`config.mk`:
```
export PLATFORM = sky130hd
export DESIGN_NAME = tvdi_ctrl
export DESIGN_NICKNAME = d
export VERILOG_FILES = /design/src/rtl/core/tvdi_pkg.sv /design/src/rtl/core/tvdi_ctrl.sv
export SDC_FILE = /design/constraint.sdc
export NUM_CORES = 1
export LEC_CHECK = 0
export ABC_AREA = 1
export BUFFER_PORTS_ARGS = -buffer_cell sky130_fd_sc_hd__clkbuf_2
export CORE_AREA = 2 2 39 41
export DETAILED_ROUTE_END_ITERATION = 10
export DIE_AREA = 0 0 41 43
export GPL_TIMING_DRIVEN = 0
export PLACE_DENSITY = 0.69
export RECOVER_POWER = 50
export SLEW_MARGIN = 30
export SYNTH_ARGS = -nofsm -noshare
export SYNTH_HDL_FRONTEND = slang
export SYNTH_SLANG_ARGS = --single-unit
```
`constraint.sdc`:
```
create_clock -name clk -period 1.4 [get_ports clk]
set_input_delay 0.14 -clock clk [delete_from_list [all_inputs] [get_ports clk]]
set_output_delay 0.14 -clock clk [all_outputs]
set_load 0.1 [all_outputs]
```
`src/rtl/core/tvdi_pkg.sv`:
```
// ---------------------------------------------------------------------------
// tvdi_pkg
// Item types and controller/datapath command and status types shared by the
// triangle vertex dedup indexer.
// ---------------------------------------------------------------------------
`default_nettype none

package tvdi_pkg;

  localparam int unsigned ATTR_W      = 24;
  localparam int unsigned VERT_IDX_W  = 12;
  localparam int unsigned EPOCH_W     = 8;
  localparam int unsigned CRC_W       = 32;
  localparam int unsigned CRC_BYTES   = 16;
  localparam int unsigned NUM_CORNERS = 3;

  localparam logic [CRC_W-1:0] CRC_POLY    = 32'hEDB88320;
  localparam logic [CRC_W-1:0] CRC_INIT    = 32'hFFFFFFFF;
  localparam logic [CRC_W-1:0] CRC_XOROUT  = 32'hFFFFFFFF;
  localparam logic [CRC_W-1:0] COLOUR_WORD = 32'hFFFFFFFF;

  typedef struct packed {
    logic              new_mesh;
    logic [ATTR_W-1:0] pos_index_a;
    logic [ATTR_W-1:0] normal_index_a;
    logic [ATTR_W-1:0] uv_index_a;
    logic [ATTR_W-1:0] pos_index_b;
    logic [ATTR_W-1:0] normal_index_b;
    logic [ATTR_W-1:0] uv_index_b;
    logic [ATTR_W-1:0] pos_index_c;
    logic [ATTR_W-1:0] normal_index_c;
    logic [ATTR_W-1:0] uv_index_c;
  } in_item_t;

  typedef struct packed {
    logic [VERT_IDX_W-1:0] vert_index;
    logic                  is_new;
    logic [ATTR_W-1:0]     out_pos_index;
    logic [ATTR_W-1:0]     out_normal_index;
    logic [ATTR_W-1:0]     out_uv_index;
    logic                  overflow;
    logic                  last;
  } out_item_t;

  typedef struct packed {
    logic cap_in;
    logic mesh_start;
    logic sweep_step;
    logic crc_init;
    logic crc_step;
    logic mod_init;
    logic mod_step;
    logic probe_init;
    logic probe_rd;
    logic probe_chk;
    logic out_load;
    logic corner_next;
  } dp_cmd_t;

  typedef struct packed {
    logic new_mesh;
    logic epoch_full;
    logic sweep_last;
    logic crc_last;
    logic mod_needed;
    logic mod_last;
    logic probe_done;
    logic corner_last;
    logic out_free;
  } dp_sts_t;

endpackage

`default_nettype wire

```
`src/rtl/core/tvdi_ctrl.sv`:
```
// ---------------------------------------------------------------------------
// tvdi_ctrl
// Sequencer: reset sweep, mesh start, per-corner hash, bucket reduction,
// probe loop and result hand-off.
// ---------------------------------------------------------------------------
`default_nettype none

module tvdi_ctrl (
  input  wire logic              clk,
  input  wire logic              rst_n,
  input  wire logic              in_valid,
  output      logic              in_stall,
  output      tvdi_pkg::dp_cmd_t cmd,
  input  wire tvdi_pkg::dp_sts_t sts
);

  localparam logic [3:0] S_INIT  = 4'd0;
  localparam logic [3:0] S_IDLE  = 4'd1;
  localparam logic [3:0] S_MESH  = 4'd2;
  localparam logic [3:0] S_SWEEP = 4'd3;
  localparam logic [3:0] S_CRC   = 4'd4;
  localparam logic [3:0] S_MOD   = 4'd5;
  localparam logic [3:0] S_PINIT = 4'd6;
  localparam logic [3:0] S_RD    = 4'd7;
  localparam logic [3:0] S_CHK   = 4'd8;
  localparam logic [3:0] S_OUT   = 4'd9;

  logic [3:0] state_r;
  logic [3:0] state_nxt;

  always_ff @(posedge clk) begin
    if (!rst_n) begin
      state_r <= S_INIT;
    end else begin
      state_r <= state_nxt;
    end
  end

  assign in_stall = (state_r != S_IDLE);

  always_comb begin
    state_nxt = state_r;
    cmd       = '0;
    unique case (state_r)
      S_INIT: begin
        cmd.sweep_step = 1'b1;
        if (sts.sweep_last) begin
          state_nxt = S_IDLE;
        end
      end
      S_IDLE: begin
        if (in_valid) begin
          cmd.cap_in = 1'b1;
          state_nxt  = S_MESH;
        end
      end
      S_MESH: begin
        if (sts.new_mesh) begin
          cmd.mesh_start = 1'b1;
        end
        if (sts.new_mesh && sts.epoch_full) begin
          state_nxt = S_SWEEP;
        end else begin
          cmd.crc_init = 1'b1;
          state_nxt    = S_CRC;
        end
      end
      S_SWEEP: begin
        cmd.sweep_step = 1'b1;
        if (sts.sweep_last) begin
          cmd.crc_init = 1'b1;
          state_nxt    = S_CRC;
        end
      end
      S_CRC: begin
        cmd.crc_step = 1'b1;
        if (sts.crc_last) begin
          cmd.mod_init = 1'b1;
          state_nxt    = S_MOD;
        end
      end
      S_MOD: begin
        if (!sts.mod_needed) begin
          state_nxt = S_PINIT;
        end else begin
          cmd.mod_step = 1'b1;
          if (sts.mod_last) begin
            state_nxt = S_PINIT;
          end
        end
      end
      S_PINIT: begin
        cmd.probe_init = 1'b1;
        state_nxt      = S_RD;
      end
      S_RD: begin
        cmd.probe_rd = 1'b1;
        state_nxt    = S_CHK;
      end
      S_CHK: begin
        cmd.probe_chk = 1'b1;
        state_nxt     = sts.probe_done ? S_OUT : S_RD;
      end
      S_OUT: begin
        if (sts.out_free) begin
          cmd.out_load = 1'b1;
          if (sts.corner_last) begin
            state_nxt = S_IDLE;
          end else begin
            cmd.corner_next = 1'b1;
            cmd.crc_init    = 1'b1;
            state_nxt       = S_CRC;
          end
        end
      end
      default: begin
        state_nxt = S_INIT;
      end
    endcase
  end

endmodule

`default_nettype wire

```
==> run metrics <==
# fillers=38; worst slew pin tran=0.322 ns; placed instance area=774 sq um; # hold bufs at CTS=0; clock skew=0.00121 ns; DRC Markers=0; CTS max path bufs=2; Wirelength per Cell=19.5 microns; CP Class=reg -> out; DR vias/cell=between 5 and 6; cts bufs inserted=3; Tcrit/Tclk final=112%; initial antenna violation count=0; vias=874; initial DRC count=36; endpoints failing hold=0; CP arrival=1.43 ns; fin cells=approximately 160; placed insts=131; shortest period the worst path allows=1.57 ns; first-pass iteration count of the detailed router=4; gr ovfl total=0; Mapped Nets=103; port bufs=24; #FFs+latches synth=4; total die area=approximately 0.0018 sq mm; failing checks=setup timing; Combinational Power Share=80.6%; Max-slew headroom=78.5%; RD Place Congestion=0.831; Hold Path Class=in -> reg; Worst Reg-to-Reg Cells=10; worst path bufs/invs=2; Clock Latency Late Sink=0.24 ns; r2r setup slk=-0.07 ns; Async SR Flop Fraction=0%; Pins Over Slew Limit=0; final setup margin=-0.170 ns; VDD IR-drop max=around 0.0013 V; PwrDens=about 1500 mW/mm^2; area leader, netlist=nand2_1; largest net degree at the start of global routing=7; routed wire length=3.06 mm; highest clock rate=0.637 GHz; Die Y=43 microns; CP Max Fanout=4; Power, Total=between 1.5 and 2 mW; Startpoint Class=register; post-route antenna net violation count=0; Synth top cells by count=24 x nand2_1, 13 x nor2_1, 12 x inv_1, 11 x nand3_1, 5 x inv_2; CTS tree=built; Biggest register=state_r; Finished Cell Area=0.00131 sq mm; CP peak stage delay=a little over 0.4 ns; area occupied by multi-input gates=539 sq um; Leak=between 0.6 and 0.7 nW; Setup-failing EPs final=15; Clock power frac=7.4%; area of the core=0.00138 sq mm; TNS Setup=-1.35 ns; Worst EP required=1.26 ns; # rows=14; Net Sw Power=~1.1 mW; max cap viols=0; register share of total power=12.0%; Top Registers=state_r: 4 flops; Net Sw Frac=between 50% and 60%; total global-route track usage=25.9%; EDFF count, synth=0; Area growth syn-to-layout=156%; first-pass GRT wire length=3.13 mm; final-stage net count=155; Main synth FF type=dfxtp_1; RSZ-0062 raised after global routing=yes; H-tree depth=1; synth top area cells=nand2_1 18%, dfxtp_1 16%, nand3_1 11%, nor2_1 9.5%, inv_1 8.8%; Register Area=95.1 sq um; hpwl dp=1.16 mm; Slowest cell on crit path=dfxtp_4; Largest register FFs=4; internal power=813 uW; Mapped Cells=91; worst-path cell chain=inv_4 -> nor2_4 -> nand3_4 -> o221ai_4 -> clkbuf_16; outcome=finished, violations left; Final Util=94.8%; Hold Path Stages=3; CP Capture Type=output pin; clock sink count=4; CP delay by family, top=flip-flops; clk root buf=clkbuf_4; vias in the first global route=735; proportion of layout cells with a drive suffix above 1=66.0%; count of cell types in the netlist=21; io pins=25; Reg clk slew, reported paths=~0.04 ns; top-count cell post-synth=nand2_1; critical path depth in cells=5; antenna cells=0; synthesized cell area=512 sq um; Mean Syn Cell Area=5.62 sq um; Synth top area share=17.6%; die width=41 microns; synth warn=0; Initial Utilization=37.0%; Seq/Total Area, Yosys=15.6%
-- per-layer routing --
layer / GRT usage, % / vias up / wire length [microns]
met4: 12.7 / 0 / 118
met5: 0 / - / 0
met2: 43.4 / 43 / 1560
li1: - / 392 / -
met3: 2.62 / 16 / 155
met1: 30.4 / 423 / 1230
-- power groups by stage --
stage / sequential (mW) / combinational [mW] / clock, mW
global route: 0.232 / 1.61 / 0.153
floorplan: 0.215 / 0.871 / 0
detailed placement: 0.224 / 1.00 / 0
finish: 0.232 / 1.56 / 0.144
CTS: 0.217 / 1.33 / 0.150
global placement: 0.224 / 1.00 / 0
-- final timing paths --
path              start         end
min               rst_n  state_r[3]
max          state_r[3]      cmd[8]
max reg2reg  state_r[3]  state_r[2]
min reg2reg  state_r[0]  state_r[0]
-- stage by stage --
step                      setup WS (ns)  hold WS, ns
final                            -0.170        0.123
after global routing             -0.211        0.114
after CTS                        -0.139        0.107
after detailed placement         -0.269        0.353
after global placement           -0.278        0.344
after floorplan                  -0.290        0.238
-- logic make-up (layout without fill, tap and decap cells) --
kind of cell	Yosys count	count (layout)	synth area share [%]
compound gates	6	6	8.07
simple gates	62	63	62.1
buf+inv	19	68	14.2
flops	4	4	15.6
-- cell usage in the layout (no fill, tap or decap), types with 2 or more instances in the layout --
cell,netlist,routed
clkbuf_4,0,3
buf_6,0,6
nand2_1,24,17
nor2_1,13,4
dfxtp_4,0,4
nand2_4,0,4
nor2_2,2,3
buf_12,0,3
nor2_4,2,11
clkbuf_2,0,11
a21oi_1,3,2
a21oi_2,1,2
inv_4,0,4
nand3_1,11,9
buf_4,0,16
nand3_2,3,4
nand2_2,1,4
inv_1,12,12
clkbuf_16,0,9
-- what timing repair did --
action,CTS,global route
resized for setup,45,25
buffers inserted,11,11
setup endpoints to repair,13,14
gates cloned,1,0
pin swaps,10,12
-- final cells by class --
class | count | area share [%]
Sequential cell | 4 | 7.25
Multi-Input combinational cell | 69 | 41.1
Timing Repair Buffer | 46 | 41.4
Tap cell | 16 | 1.53
Inverter | 19 | 6.97
Clock buffer | 3 | 1.72
-- worst min-delay path, cell delays in order --
cell and delay, ns:
clkbuf_2 0.09, nand2_1 0.05, inv_1 0.04
Note: power is estimated with default switching activity, not from simulation.
